===== config.mk =====
export PLATFORM = sky130hd
export DESIGN_NAME = smm_fifo
export DESIGN_NICKNAME = d
export VERILOG_FILES = /design/src/design/square_matrix_multiply_core_macros.svh /design/src/design/smm_pkg.sv /design/src/design/smm_fifo.sv
export SDC_FILE = /design/constraint.sdc
export NUM_CORES = 1
export LEC_CHECK = 0
export BUFFER_PORTS_ARGS = -buffer_cell sky130_fd_sc_hd__buf_2
export CAP_MARGIN = 10
export CORE_UTILIZATION = 30
export CTS_CLUSTER_SIZE = 24
export DETAILED_ROUTE_END_ITERATION = 8
export PLACE_DENSITY = 0.46
export REMOVE_ABC_BUFFERS = 1
export SETUP_SLACK_MARGIN = 0.4
export SYNTH_ARGS = -nofsm -noshare
export SYNTH_HDL_FRONTEND = slang
export SYNTH_SLANG_ARGS = --single-unit

===== constraint.sdc =====
create_clock -name clk_i -period 4.7 [get_ports clk_i]
set_input_delay 1.175 -clock clk_i [delete_from_list [all_inputs] [get_ports clk_i]]
set_output_delay 1.175 -clock clk_i [all_outputs]
set_load 0.05 [all_outputs]

===== src/design/square_matrix_multiply_core_macros.svh =====
// Assertion macros shared by the matrix multiply design.
`ifndef SQUARE_MATRIX_MULTIPLY_CORE_MACROS_SVH
`define SQUARE_MATRIX_MULTIPLY_CORE_MACROS_SVH

// Concurrent assertion on an explicit clock and active-low reset.
`define SMM_ASSERT_CLK(lbl, clk, rstn, prop) \
  lbl: assert property (@(posedge clk) disable iff (!rstn) (prop)) \
    else $error("smm: assertion failed");

// Concurrent assertion on the standard clock and reset ports.
`define SMM_ASSERT(lbl, prop) `SMM_ASSERT_CLK(lbl, clk_i, rst_ni, prop)

`endif


===== src/design/smm_pkg.sv =====
`timescale 1ns / 1ps

package smm_pkg;

  // One load: an element of A and the element of B at the same place.
  typedef struct packed {
    logic [2:0]  row;
    logic [2:0]  col;
    logic [31:0] a_value;
    logic [31:0] b_value;
    logic        last;
  } smm_in_t;

  // One element of the product matrix.
  typedef struct packed {
    logic [2:0]  out_row;
    logic [2:0]  out_col;
    logic [63:0] product_value;
    logic        out_last;
  } smm_out_t;

  // A classified load as passed from the front end to the compute engine.
  typedef struct packed {
    logic        wr;
    logic [2:0]  row;
    logic [2:0]  col;
    logic [31:0] a_value;
    logic [31:0] b_value;
    logic        go;
  } smm_job_t;

endpackage


===== src/design/smm_fifo.sv =====
`timescale 1ns / 1ps

module smm_fifo (
  input  logic              clk_i,
  input  logic              rst_ni,
  input  logic              push_i,
  input  smm_pkg::smm_job_t data_i,
  output logic              full_o,
  input  logic              pop_i,
  output smm_pkg::smm_job_t data_o,
  output logic              empty_o
);

  import smm_pkg::*;

  smm_job_t   mem_q [2];
  logic       wr_ptr_q;
  logic       rd_ptr_q;
  logic [1:0] cnt_q;
  logic       do_push;
  logic       do_pop;

  assign full_o  = (cnt_q == 2'd2);
  assign empty_o = (cnt_q == 2'd0);
  assign do_push = push_i && !full_o;
  assign do_pop  = pop_i && !empty_o;
  assign data_o  = mem_q[rd_ptr_q];

  // Pointers and fill level.
  always_ff @(posedge clk_i or negedge rst_ni) begin
    if (!rst_ni) begin
      wr_ptr_q <= 1'b0;
      rd_ptr_q <= 1'b0;
      cnt_q    <= 2'd0;
    end else begin
      if (do_push) begin
        wr_ptr_q <= !wr_ptr_q;
      end
      if (do_pop) begin
        rd_ptr_q <= !rd_ptr_q;
      end
      if (do_push && !do_pop) begin
        cnt_q <= cnt_q + 2'd1;
      end else if (do_pop && !do_push) begin
        cnt_q <= cnt_q - 2'd1;
      end
    end
  end

  // Entry storage.
  always_ff @(posedge clk_i) begin
    if (do_push) begin
      mem_q[wr_ptr_q] <= data_i;
    end
  end

endmodule


==> results of run 1 <==
-- worst min path at each step --
stage,slack (ns),cells past startpoint,end,start
floorplan,0.46,1,wr_ptr_q,wr_ptr_q
global placement,0.49,1,cnt_q[1],cnt_q[1]
detailed placement,0.50,1,cnt_q[1],cnt_q[1]
CTS,0.51,1,cnt_q[1],cnt_q[1]
global route,0.55,1,cnt_q[1],rst_ni
finish,0.51,1,cnt_q[1],cnt_q[1]
-- flip-flops by register name, summed over array words and instances (netlist names) --
name	flops
mem_q	144
cnt_q	2
wr_ptr_q	1
rd_ptr_q	1
-- cells in the final DEF (no fill, tap or decap), types with 2 or more instances in the layout --
cell type  instances
clkbuf_16         17
clkinv_4           3
xor2_1             2
xnor2_1            3
dfrtp_1            3
bufinv_16          3
inv_1              2
buf_2            149
mux2_4            69
clkinv_1           2
mux2_2             3
clkbuf_1           2
nor2_1             2
edfxtp_1         144
buf_4              2
-- logic make-up (layout without fill, tap and decap cells) --
family,Yosys count,after routing
xor+xnor,5,5
mux,72,72
compound gates,1,1
fa+ha+maj,1,1
buf+inv,10,183
simple gates,6,6
flops,148,148
-- report_power, final --
part           switching [mW]  internal (mW)
clock network           0.486          0.823
registers               0.166           1.81
logic                    1.51          0.727
-- metal layers --
layer | wire [um] | vias to the layer above | track usage [%] | part of all wire (%)
met5 | 23 | - | 0 | 0.23
met1 | 4130 | 1342 | 12.0 | 41
li1 | - | 1287 | - | -
met2 | 4890 | 92 | 17.3 | 49
met3 | 901 | 13 | 5.95 | 9.0
met4 | 121 | 4 | 4.34 | 1.2
-- per-stage QoR --
| step | setup WS [ns] | hold WS [ns] | power (mW) | TNS, ns | std cells |
|---|---|---|---|---|---|
| floorplan | -0.0725 | 0.461 | 3.88 | -5.22 | 235 |
| global placement | 1.62 | 0.495 | 4.28 | 0 | 621 |
| detailed placement | 1.62 | 0.503 | 4.29 | 0 | 621 |
| CTS | 1.16 | 0.514 | 5.63 | 0 | 650 |
| global route | 1.13 | 0.547 | 5.77 | 0 | 650 |
| finish | 1.26 | 0.513 | 5.53 | 0 | 650 |
-- critical path: stages (launching register included) --
cell and delay [ns]:
dfrtp_4 0.92, buf_12 0.37, mux2_4 0.34, buf_2 0.22
-- area by class of cell --
cell class	count	area, um2	share of cell area, %
tap	234	293	4.04
clock inverter	10	136	1.88
timing repair buffer	152	781	10.8
multi-input combinational	85	1170	16.2
inverter	2	7.51	0.104
sequential	148	4430	61.1
clock buffer	19	433	5.97
==> impl_metrics.tcl, run 1 <==
set metrics [dict create \
    clk_path_buf_depth 2 \
    syn_to_final_growth_pct 26.3 \
    seq_area_frac_synth_pct 77.1 \
    yosys.area_share.simple_pct 0.479 \
    wire_per_inst_um 15.5 \
    fin_skew_ns 0.00607 \
    synth_edf_count 144 \
    io_pins 150 \
    cts_resized 0 \
    vias 2738 \
    place_congestion 0.628 \
    synthTopCellsByArea "edfxtp_1 75%, mux2_4 18%, buf_12 2.4%" \
    synth_area_mm2 0.00574 \
    worstMarginPinSlew_ns 1.06 \
    synthArstFlopShare_pct 2.70 \
    cts-root-buf "clkbuf_16" \
    leakage_nw 2.90 \
    fmax_mhz 290 \
    hold_buffers 0 \
    grt_pass1_vias 2967 \
    hold_path_class "reg -> reg" \
    synth_fa_ha_area_share_pct 0.218 \
    antenna_cells 0 \
    via_per_inst 4.21 \
    io_buffer_count 149 \
    synth_ff_type "edfxtp_1" \
    nets 483 \
    final_layout_size_suffix_gt1_share_pct 60.6 \
    final_util_pct 38.8 \
    drv_slew 0 \
    wl_um 10100 \
    chipWidth_um 140 \
    crit_path_start_kind "flop" \
    fp.dieH_um 140 \
    avgSynthCellArea_um2 23.6 \
    rsz0062_at_grt "no" \
    max_slew_margin_pct 29.1 \
    synth_xor_area_share_pct 0.763 \
    first_pass_iters 4 \
    status "finished clean" \
    cts_setup_buffers 0 \
    drtIter0Drc 130 \
    ys_top_cells_by_count "144 x edfxtp_1, 69 x mux2_4, 7 x buf_12, 4 x dfrtp_1" \
    yosys_warnings 0 \
    reg2reg_setup_slack_ns 2.78 \
    synth.area.mux_share_pct 18.6 \
    synth_top_family_by_area "multiplexers" \
    hpwlAfterDp_um 6240 \
    grt_pass1_wl_um 15600 \
    dieArea_mm2 0.0197 \
    setup_violations 0 \
    fin_crit_sh_pct 73.3 \
    placementRows 50 \
    hold_viol 0 \
    critPathLaunch "rd_ptr_q" \
    crit_type "reg -> out" \
    r2r_cells 2 \
    netlist.area_leader.share_pct 75.3 \
    crit_arrival_ns 2.27 \
    end_kind "primary output" \
    grt_max_degree 73 \
    clk_latency_ns 0.41 \
    cts_tree "built" \
    final_area_mm2 0.00725 \
    drtAntennaViolNets 0 \
    fillers 1728 \
    crit_path_max_fanout 38 \
    synth_compound_area_share_pct 0.0872 \
    cap_violations 0 \
    r2r-start "cnt_q[0]" \
    grt_antenna_before_repair 2 \
    critPathRequiredTime_ns 3.52 \
    clk_pin_slew_worst_paths_ns 0.06 \
    synth.most_common_cell "edfxtp_1" \
    cts_buffers 17 \
    clock-sinks 148 \
    gr-total-overflow 0 \
    syn_inst 243 \
    core_area_mm2 0.0187 \
    cp-endpoint "data_o[50]" \
    fin_crit_ns 3.44 \
    synth_seq_cells 148 \
    yosys.cell_types.count 15 \
    track_usage_pct 10.8 \
    htree_levels 4 \
    p_per_area_mw_per_mm2 762 \
    start_util_pct 30.7 \
    drcViolationCount 0 \
    synth_top_cell_by_area "edfxtp_1" \
    place_area_mm2 0.00668 \
    rr_endpoint "mem_q[1][62]" \
    peakVddDrop_mv 0.300 \
]
Note: power is estimated with default switching activity, not from simulation.
==> run 2, diff against run 1 <==
Clock period 4.7 ns to 3.25 ns, I/O delays scaled along.
==> run 2 against run 1 <==
Net effect: worst setup slack got worse by 0.68 ns; worst hold slack got worse by 0.31 ns; utilization grew 0.60 points; flip-flop and latch count did not move; combinational power rose by 57%; sequential power is 39% higher; clock power up 34%; first-iteration DRC count fell by 21%; register-to-register slack worse by 1.5 ns; global-route usage grew 0.23 points; highest routed layer unchanged.
==> impl_metrics.tcl, run 2 (synthesis results as in run 1) <==
set metrics [dict create \
    critPathLaunch "rd_ptr_q" \
    critPathBufInv 2 \
    numPlacedInstances 624 \
    crit_family "flip-flops" \
    p_int_mw 4.84 \
    first_pass_iters 4 \
    crit_arrival_ns 1.86 \
    start_util_pct 30.7 \
    gr-total-overflow 0 \
    wire_per_inst_um 15.8 \
    hold_viol 0 \
    clk_pin_slew_worst_paths_ns 0.06 \
    final_common_cell "buf_2" \
    max_slew_margin_pct 54.0 \
    fillers 1736 \
    largest_reg_flops 144 \
    p_per_area_mw_per_mm2 1090 \
    setup_violations 0 \
    status "finished clean" \
    crit_type "reg -> out" \
    fmax_mhz 374 \
    cap_violations 0 \
    drv_slew 0 \
    grt_max_degree 40 \
    fin_crit_ns 2.67 \
    final_layout_size_suffix_gt1_share_pct 61.5 \
    worst_path_largest_cell_delay_ns 0.55 \
    setup_ws_ns 0.577 \
    clock-sinks 148 \
    grt_pass1_wl_um 16000 \
    hpwlAfterDp_um 6630 \
    placementRows 50 \
    cts_buffers 17 \
    fin_crit_sh_pct 82.2 \
    cts_tree "built" \
    io_pins 150 \
    crit_path_max_fanout 39 \
    regMostFlops "mem_q" \
    pre_cts_slack_ns 0.876 \
    htree_levels 4 \
    drtAntennaViolNets 0 \
    worstMarginPinSlew_ns 0.689 \
    fp.dieH_um 140 \
    syn_to_final_growth_pct 28.2 \
    crit_path_start_kind "flop" \
    cts-root-buf "clkbuf_16" \
    track_usage_pct 11.1 \
    switching_power_mw 3.18 \
    clock_power_share_pct 21.9 \
    vias 2823 \
    stdcell_count 665 \
    grt_pass1_vias 2995 \
    hold_path_class "in -> async" \
    fin_skew_ns 0.00809 \
    drtIter0Drc 103 \
    io_buffer_count 149 \
    nets 496 \
    path_cells "buf_16, mux2_2, buf_2" \
    top_regs "mem_q: 144 flops, cnt_q: 2 flops" \
    place_congestion 0.670 \
    finalSetupTns_ns 0 \
    end_kind "primary output" \
    core_area_mm2 0.0187 \
    comb_power_share_pct 43.7 \
    critPathRequiredTime_ns 2.44 \
    r2r-start "cnt_q[0]" \
    seq_power_share_pct 34.4 \
    antenna_cells 0 \
    drcViolationCount 0 \
    slowest_stage "dfrtp_4" \
    final_util_pct 39.4 \
    rsz0062_at_grt "no" \
    hold_buffers 0 \
    dieArea_mm2 0.0197 \
    swShare_pct 39.6 \
    leakage_nw 2.96 \
    via_per_inst 4.25 \
    chipWidth_um 140 \
    wl_um 10500 \
    clk_path_buf_depth 2 \
    grt_antenna_before_repair 1 \
    peakVddDrop_mv 0.440 \
    mostFrequentLayoutCells "149 x buf_2, 144 x edfxtp_1, 69 x mux2_4" \
    clk_latency_ns 0.41 \
]
[run 2: path summary, 6_finish.rpt]
| kind | depth (start not counted) | slack [ns] | endpoint |
|---|---|---|---|
| setup / recovery | 3 | 0.58 | data_o[62] |
| hold / removal | 1 | 0.20 | cnt_q[1] |
| setup reg to reg | 4 | 1.32 | mem_q[0][52] |
| hold reg to reg | 1 | 0.53 | cnt_q[1] |
| max in group asynchronous | 1 | 2.90 | rd_ptr_q |
| min in group clk_i | 1 | 0.53 | cnt_q[1] |
[run 2: power by group through the flow]
stage | Combinational [mW] | Clock [mW] | Sequential (mW)
floorplan | 2.65 | 0 | 2.96
global placement | 3.45 | 0 | 2.81
detailed placement | 3.45 | 0 | 2.82
CTS | 3.46 | 1.82 | 2.79
global route | 3.69 | 1.89 | 2.80
finish | 3.51 | 1.76 | 2.76
[run 2: cell type report]
cell class	instances	area, um2	share of cell area [%]
flip-flops and latches	148	4430	60.2
repair buffers	165	936	12.7
clock inverters	11	88.8	1.21
inverters	2	7.51	0.102
multi-input cells	85	1170	15.9
well taps	234	293	3.98
clock buffers	20	437	5.93
[run 2: stage by stage]
step           total power, mW  cell area [um2]  hold WS (ns)
2_1_floorplan             5.61             5590         0.461
6_report                  8.02             7360         0.200
3_5_place_dp              6.27             6750         0.516
5_1_grt                   8.38             7360         0.185
4_1_cts                   8.06             7280         0.179
3_3_place_gp              6.26             6750         0.507
[run 2: layer usage]
layer / track usage (%) / part of all wire, % / up-vias
met3: 4.34 / 6.2 / 16
met5: 0 / 0.16 / -
met1: 12.5 / 42 / 1391
li1: - / - / 1317
met4: 5.21 / 1.7 / 2
met2: 18.4 / 50 / 97
[run 2: repair_timing]
| item | CTS | global route |
|---|---|---|
| setup buffers | 0 | 10 |
| setup endpoints to repair | 0 | 8 |
| resized for setup | 0 | 1 |
