**src/design/square_matrix_multiply_core_macros.svh**
```systemverilog
// Assertion macros shared by the matrix multiply design.
`ifndef SQUARE_MATRIX_MULTIPLY_CORE_MACROS_SVH
`define SQUARE_MATRIX_MULTIPLY_CORE_MACROS_SVH

// Concurrent assertion on an explicit clock and active-low reset.
`define SMM_ASSERT_CLK(lbl, clk, rstn, prop) \
  lbl: assert property (@(posedge clk) disable iff (!rstn) (prop)) \
    else $error("smm: assertion failed");

// Concurrent assertion on the standard clock and reset ports.
`define SMM_ASSERT(lbl, prop) `SMM_ASSERT_CLK(lbl, clk_i, rst_ni, prop)

`endif

```
**src/design/smm_pkg.sv**
```systemverilog
`timescale 1ns / 1ps

package smm_pkg;

  // One load: an element of A and the element of B at the same place.
  typedef struct packed {
    logic [2:0]  row;
    logic [2:0]  col;
    logic [31:0] a_value;
    logic [31:0] b_value;
    logic        last;
  } smm_in_t;

  // One element of the product matrix.
  typedef struct packed {
    logic [2:0]  out_row;
    logic [2:0]  out_col;
    logic [63:0] product_value;
    logic        out_last;
  } smm_out_t;

  // A classified load as passed from the front end to the compute engine.
  typedef struct packed {
    logic        wr;
    logic [2:0]  row;
    logic [2:0]  col;
    logic [31:0] a_value;
    logic [31:0] b_value;
    logic        go;
  } smm_job_t;

endpackage

```
**src/design/smm_front.sv**
```systemverilog
`timescale 1ns / 1ps

module smm_front #(
  parameter int unsigned DIM = 8
) (
  input  logic             clk_i,
  input  logic             rst_ni,
  input  smm_pkg::smm_in_t in_data_i,
  input  logic             push_i,
  output logic             full_o,
  output smm_pkg::smm_job_t job_o,
  output logic             job_valid_o,
  input  logic             job_ready_i
);

  import smm_pkg::*;

  logic     vld_q;
  smm_job_t job_q;
  smm_job_t job_d;
  logic     accept;

  // The holding register frees up whenever the queue takes its content.
  assign full_o = vld_q && !job_ready_i;
  assign accept = push_i && !full_o;

  // Classify the load: only in-range indices write the operand stores.
  always_comb begin
    job_d.wr      = (32'(in_data_i.row) < 32'(DIM)) && (32'(in_data_i.col) < 32'(DIM));
    job_d.row     = in_data_i.row;
    job_d.col     = in_data_i.col;
    job_d.a_value = in_data_i.a_value;
    job_d.b_value = in_data_i.b_value;
    job_d.go      = in_data_i.last;
  end

  // Valid flag of the holding register.
  always_ff @(posedge clk_i or negedge rst_ni) begin
    if (!rst_ni) begin
      vld_q <= 1'b0;
    end else if (accept) begin
      vld_q <= 1'b1;
    end else if (job_ready_i) begin
      vld_q <= 1'b0;
    end
  end

  // Payload of the holding register.
  always_ff @(posedge clk_i) begin
    if (accept) begin
      job_q <= job_d;
    end
  end

  assign job_o       = job_q;
  assign job_valid_o = vld_q;

endmodule

```
**config.mk**
```make
export PLATFORM = sky130hd
export DESIGN_NAME = smm_front
export DESIGN_NICKNAME = d
export VERILOG_FILES = /design/src/design/square_matrix_multiply_core_macros.svh /design/src/design/smm_pkg.sv /design/src/design/smm_front.sv
export SDC_FILE = /design/constraint.sdc
export NUM_CORES = 1
export LEC_CHECK = 0
export BUFFER_PORTS_ARGS = -buffer_cell sky130_fd_sc_hd__buf_4
export CAP_MARGIN = 20
export CORE_ASPECT_RATIO = 1.75
export CORE_MARGIN = 2
export CORE_UTILIZATION = 40
export DETAILED_ROUTE_END_ITERATION = 7
export GPL_ROUTABILITY_DRIVEN = 0
export PLACE_DENSITY = 0.77
export SLEW_MARGIN = 0
export SYNTH_ARGS = -nofsm -noshare
export SYNTH_HDL_FRONTEND = slang
export SYNTH_SLANG_ARGS = --single-unit
```
**constraint.sdc**
```tcl
create_clock -name clk_i -period 3.3 [get_ports clk_i]
set_input_delay 0.165 -clock clk_i [delete_from_list [all_inputs] [get_ports clk_i]]
set_output_delay 0.165 -clock clk_i [all_outputs]
set_load 0.02 [all_outputs]
```
==> results of run 1 <==
[worst max-delay path, cell delays in order, from the launching register on]
cell,delay [ps]
dfrtp_1,420
nand2b_4,100
and2_4,720
[through the flow]
stage	hold WS [ps]	total power [uW]
CTS	0.0248	1950
detailed placement	-59.6	1330
floorplan	-131	1180
global placement	-58.4	1320
global route	0.607	2000
finish	16.5	1940
[cell usage after synthesis (all sizes together)]
master / instances / area, um2
and2: 1 / 8.76
buf: 1 / 7.51
conb: 1 / 3.75
dfrtp: 1 / 25.0
edfxtp: 71 / 2130
inv: 1 / 3.75
nand2b: 2 / 20.0
[sequential cells by signal, indices dropped and copies added (netlist names)]
register     flops
job_o           71
job_valid_o      1
[final cells by class]
class | instances | area [um2] | area share
clock inverter | 5 | 25.0 | 0.00591
sequential | 72 | 2160 | 0.510
multi-input combinational | 4 | 32.5 | 0.00769
timing repair buffer | 216 | 1790 | 0.424
tap | 74 | 92.6 | 0.0219
inverter | 1 | 3.75 | 0.000887
clock buffer | 10 | 128 | 0.0302
[metal layers]
layer / up-vias / routed length (um) / part of all wire / global-route usage
li1: 757 / - / - / -
met1: 743 / 1950 / 0.32 / 0.186
met2: 89 / 3550 / 0.59 / 0.365
met3: 18 / 345 / 0.057 / 0.0456
met4: 0 / 204 / 0.034 / 0.133
met5: - / 0 / 0 / 0
[power breakdown]
| group | leakage (uW) | total [uW] | internal [uW] | switching, uW |
|---|---|---|---|---|
| combinational | 0.00102 | 300 | 167 | 133 |
| clock | 0.0000854 | 557 | 262 | 296 |
| sequential | 0.000687 | 1080 | 1070 | 15.0 |
| total | 0.00179 | 1940 | 1500 | 444 |
[cell families (layout without fill, tap and decap cells)]
| kind of cell | count (synthesis) | in the layout | share of synthesized area |
|---|---|---|---|
| AND/OR/NAND/NOR | 3 | 3 | 0.0131 |
| buffers and inverters | 2 | 232 | 0.00512 |
| other | 1 | 1 | 0.00170 |
| flip-flops | 72 | 72 | 0.980 |
[worst max-delay path by stage]
stage,slack [ps],cells past startpoint,start,to
6_report,1620,2,job_valid_o,job_o[33]
5_1_grt,1540,2,job_valid_o,job_o[38]
3_3_place_gp,1710,2,job_valid_o,job_o[48]
2_1_floorplan,1760,2,job_valid_o,job_o[0]
3_5_place_dp,1650,2,job_valid_o,job_o[48]
4_1_cts,1640,2,job_valid_o,job_o[50]
[timing repair]
action                     CTS  global route
setup endpoints to repair    0             0
hold buffers                68             1
hold endpoints to repair    68             1
gates resized for setup      0             0
==> impl_results.md, run 1 <==
* Routed Wire Length at 6050 um
* Non-Filler Instances at 382
* Worst-path clk slew at 70 ps
* Residual DRC at 0
* Peak supply drop at 358 uV
* Number of port buffers at 147
* Worst reg2reg setup slack at 1620 ps
* Hold path start: in_data_i[66]
* Setup Buffers After CTS at 0
* CTS tree: yes
* Root buf cell: clkbuf_8
* Mapped Nets at 153
* Hold Path End: job_o[66]
* Hold depth at 1
* Max-cap violations at 0
* Die ar. at 6130 um2
* Crit path capture type: flop
* Core area at 5300 um2
* Number of setup violations in the final report at 0
* Grt ovf at 0
* First-pass GRT wire length at 8300 um
* DR pass1 iterations at 4
* Minimum clock period at 1680 ps
* Post-layout util at 0.799
* Worst Path Required at 3260 ps
* Crit Path Max Fanout at 71
* DP Worst Slack at 1650 ps
* Die Ht at 102 um
* Chip width at 60.1 um
* P_leak at 0.00179 uW
* Crit Path Class: reg2reg
* Slew @ Worst Pin at 907 ps
* TritonCTS buffer count at 9
* Vias in the first global route at 1701
* Gr usage total at 0.200
* Largest net degree at the start of global routing at 72
* Fmax at 596 MHz
* Area after DPL at 3390 um2
* Post-synthesis sequential area ratio at 0.980
* Share of cells above drive strength 1 at 0.529
* Clock Path Buffers at 2
* Clk sinks at 72
* Setup TNS at 0 ps
* Worst Setup Start Kind: flop
* Initial DRC Count at 40
* Skew-Pair Late Insertion Delay at 330 ps
* H-tree levels at 3
* Tcrit/Tclk final at 0.509
* Antenna Nets Post-Route at 0
* RSZ-0062 raised after global routing: no
* Via density at 4.21
* Cell count after synthesis at 78
* Worst Hold Class: in2reg
* Initial Util at 0.415
* Max Slew Vio Count at 0
* Final Cell Area at 4230 um2
* Final Hold Fails at 0
* Nets at 379
* Filler cells at 283
* Skew final at 6.64 ps
* Worst flop-to-flop path endpoint: job_o[33]
* Min setup slack post-route at 1620 ps
* Most frequent cells in the layout: buf_4, edfxtp_1, dlygate4sd3_1, clkbuf_8, clkinv_2
* Inst Count DP at 298
* DR WL/cell at 15.8 um
* Yosys warnings at 0
* Synth unique cells at 8
* Relative slew slack at 0.395
* Commonest non-fill, non-tap cell in the layout: buf_4
* Status: finished, final reports clean
* Initial antenna violation count at 0
* Seq cells post-synth at 72
* Worst R2R Path Depth at 2
* # rows at 35
* Synth-to-Final Area Change at 92.3%
* CP arrival at 1640 ps
* IO Pins at 149
* Syn avg cell area at 28.2 um2
* RR Startpoint: job_valid_o
* Synthesized area at 2200 um2
* PD cells at 458 nW/um2
* DR vias at 1607
* Diode count at 0
Power figures use the tool's default switching activity.
==> inputs of run 2 (changes only) <==
--- a/config.mk
+++ b/config.mk
@@ -5,14 +5,15 @@
 export SDC_FILE = /design/constraint.sdc
 export NUM_CORES = 1
 export LEC_CHECK = 0
+export ABC_AREA = 1
 export BUFFER_PORTS_ARGS = -buffer_cell sky130_fd_sc_hd__buf_4
 export CAP_MARGIN = 20
 export CORE_ASPECT_RATIO = 1.75
 export CORE_MARGIN = 2
-export CORE_UTILIZATION = 40
+export CORE_UTILIZATION = 37
 export DETAILED_ROUTE_END_ITERATION = 7
 export GPL_ROUTABILITY_DRIVEN = 0
-export PLACE_DENSITY = 0.77
+export PLACE_DENSITY = 0.75
 export SLEW_MARGIN = 0
 export SYNTH_ARGS = -nofsm -noshare
 export SYNTH_HDL_FRONTEND = slang
==> constraint.sdc (replaced) <==
create_clock -name clk_i -period 1.4 [get_ports clk_i]
set_input_delay 0.07 -clock clk_i [delete_from_list [all_inputs] [get_ports clk_i]]
set_output_delay 0.07 -clock clk_i [all_outputs]
set_load 0.02 [all_outputs]
==> impl_results.md, run 2 <==
* Status: finished, final reports clean (unchanged)
* Detail Placement HPWL at 3820 um
* Synth async-reset ratio at 0.0139 (unchanged)
* Post-cts sizing count at 0 (unchanged)
* Seq cells post-synth at 72 (unchanged)
* Inst Count DP at 306 (was 298)
* Chip width at 62.3 um (was 60.1 um)
* Vias in the first global route at 1847 (was 1701)
* RSZ-0062 raised after global routing: no (unchanged)
* Largest net degree at the start of global routing at 38 (was 72)
* Post-synth top cells: edfxtp_1, inv_1
* Top-count cell post-synth: edfxtp_1 (unchanged)
* Commonest non-fill, non-tap cell in the layout: buf_4 (unchanged)
* DR pass1 iterations at 4 (unchanged)
* Die ar. at 6610 um2 (was 6130 um2)
* Die Ht at 106 um (was 102 um)
* Synth unique cells at 9 (was 8)
* Skew final at 5.03 ps (was 6.64 ps)
* Via density at 4.30 (was 4.21)
* P_leak at 0.00183 uW (was 0.00179 uW)
* Clock Path Buffers at 2 (unchanged)
* Routed Wire Length at 6440 um (was 6050 um)
* Number of setup violations in the final report at 0 (unchanged)
* TritonCTS buffer count at 9 (unchanged)
* Filler cells at 370 (was 283)
* Synth-to-Final Area Change at 98.1% (was 92.3%)
* PD cells at 1090 nW/um2 (was 458 nW/um2)
* DR vias at 1701 (was 1607)
* Mapped Nets at 155 (was 153)
* Post-synth top area cell: edfxtp_1 (unchanged)
* Worst Setup Start Kind: flop (unchanged)
* Max Slew Vio Count at 0 (unchanged)
* Initial DRC Count at 50 (was 40)
* Nets at 388 (was 379)
* Initial Util at 0.377 (was 0.415)
* Tcrit/Tclk final at 0.899 (was 0.509)
* Clk sinks at 72 (unchanged)
* Minimum clock period at 1260 ps (was 1680 ps)
* Yosys warnings at 0 (unchanged)
* Root buf cell: clkbuf_8 (unchanged)
* Gr usage total at 0.207 (was 0.200)
* Area after DPL at 3440 um2 (was 3390 um2)
* DR WL/cell at 16.3 um (was 15.8 um)
* First-pass GRT wire length at 9680 um (was 8300 um)
* Top_reg_cell synth: edfxtp_1 (unchanged)
* Crit path capture type: flop (unchanged)
* Core area at 5830 um2 (was 5300 um2)
* CP arrival at 1480 ps (was 1640 ps)
* Synthesized area at 2200 um2 (unchanged)
* # rows at 37 (was 35)
* H-tree levels at 3 (unchanged)
* Fmax at 795 MHz (was 596 MHz)
* Crit Path Class: reg2reg (unchanged)
* Worst-path clk slew at 70 ps (about the same)
* Antenna Nets Post-Route at 0 (unchanged)
* Cell count after synthesis at 80 (was 78)
* Peak supply drop at 669 uV (was 358 uV)
* Non-Filler Instances at 396 (was 382)
* Post-synthesis sequential area ratio at 0.980 (unchanged)
* IO Pins at 149 (unchanged)
* Max reg flops at 71 (unchanged)
* Final Cell Area at 4360 um2 (was 4230 um2)
* Diode count at 0 (unchanged)
* Number of port buffers at 147 (unchanged)
* Grt ovf at 0 (unchanged)
* Crit Path Max Fanout at 3 (was 71)
* Number of synthesized flops with an enable pin at 71 (unchanged)
* Yosys top cell area share at 0.969 (unchanged)
* Final Hold Fails at 0 (unchanged)
* Residual DRC at 0 (unchanged)
* Syn avg cell area at 27.5 um2 (was 28.2 um2)
* Worst Path Required at 1620 ps (was 3260 ps)
* Share of cells above drive strength 1 at 0.513 (was 0.529)
* Synth area leaders: edfxtp_1, dfrtp_1, a21oi_2 (was edfxtp_1, dfrtp_1, nand2b_4)
* CTS tree: yes (unchanged)
* Worst Hold Class: in2async (was in2reg)
* Skew-Pair Late Insertion Delay at 350 ps (was 330 ps)
* Most frequent cells in the layout: buf_4, dlygate4sd3_1, edfxtp_1, clkbuf_8, clkinv_1 (was buf_4, edfxtp_1, dlygate4sd3_1, clkbuf_8, clkinv_2)
* Initial antenna violation count at 0 (unchanged)
* Max-cap violations at 0 (unchanged)
==> run 2: changes by cell type after synthesis, sizes merged <==
| cell | before | now |
|---|---|---|
| nand2b | 2 | 0 |
| o21ai | 0 | 1 |
| inv | 1 | 3 |
| a21oi | 0 | 1 |
| nor2 | 0 | 1 |
| and2 | 1 | 0 |
==> run 2: per-stage QoR <==
stage          power (uW)  setup TNS (ps)  utilization  setup WS, ps  hold WS (ps)
3_5_place_dp         3160               0        0.590           215          -151
6_report             4760               0        0.748           142          29.8
2_1_floorplan        2800          -50660            -          -714          -226
5_1_grt              4930               0        0.748           112          13.2
4_1_cts              4810               0        0.748           159          6.36
3_3_place_gp         3140               0        0.590           235          -154
==> run 2: cell families (layout without fill, tap and decap cells) <==
kind of cell           Yosys count  after routing  synth area share
DFF                             72             72             0.980
buffers and inverters            4            242           0.00853
AOI/OAI and AO/OA                2              2           0.00796
and+or+nand+nor                  1              1           0.00170
other                            1              1           0.00170
==> run 2: layout make-up <==
class / instances / area [um2] / area share
Clock inverter: 7 / 52.6 / 0.0121
Inverter: 3 / 11.3 / 0.00258
Clock buffer: 9 / 124 / 0.0284
Timing Repair Buffer: 223 / 1880 / 0.432
Tap cell: 78 / 97.6 / 0.0224
Sequential cell: 72 / 2160 / 0.495
Multi-Input combinational cell: 4 / 32.5 / 0.00746
==> run 2: routing by layer <==
layer	global-route usage	vias to the layer above	routed length, um
li1	-	777	-
met1	0.190	807	2020
met2	0.364	94	3670
met3	0.0899	23	445
met4	0.135	0	299
met5	0	-	0
==> run 2: power by group <==
part	switching [uW]	leakage [uW]	internal (uW)
clock	685	0.0000882	786
combinational	329	0.00106	416
sequential	35.5	0.000686	2510
==> run 2: path summary, 6_finish.rpt <==
check                                  from           to  slack (ps)  cells after the start
worst max-delay path            job_valid_o  job_valid_o         140                      3
worst min-delay path                 rst_ni  job_valid_o          30                      2
worst max register to register  job_valid_o  job_valid_o         140                      3
worst min register to register  job_valid_o    job_o[20]         850                      2
max in group asynchronous            rst_ni  job_valid_o        1280                      2
min in group clk_i                   push_i    job_o[20]         380                      4
==> run 2: worst max-delay path: stages, from the launching register on <==
cell and delay (ps):
dfrtp_2 440, inv_1 90, o21ai_2 50, dlygate4sd3_1 560
==> run 2: timing repair <==
| item | CTS | global route |
|---|---|---|
| hold endpoints to repair | 73 | 0 |
| hold buffers | 74 | 0 |
| setup buffers | 0 | 0 |
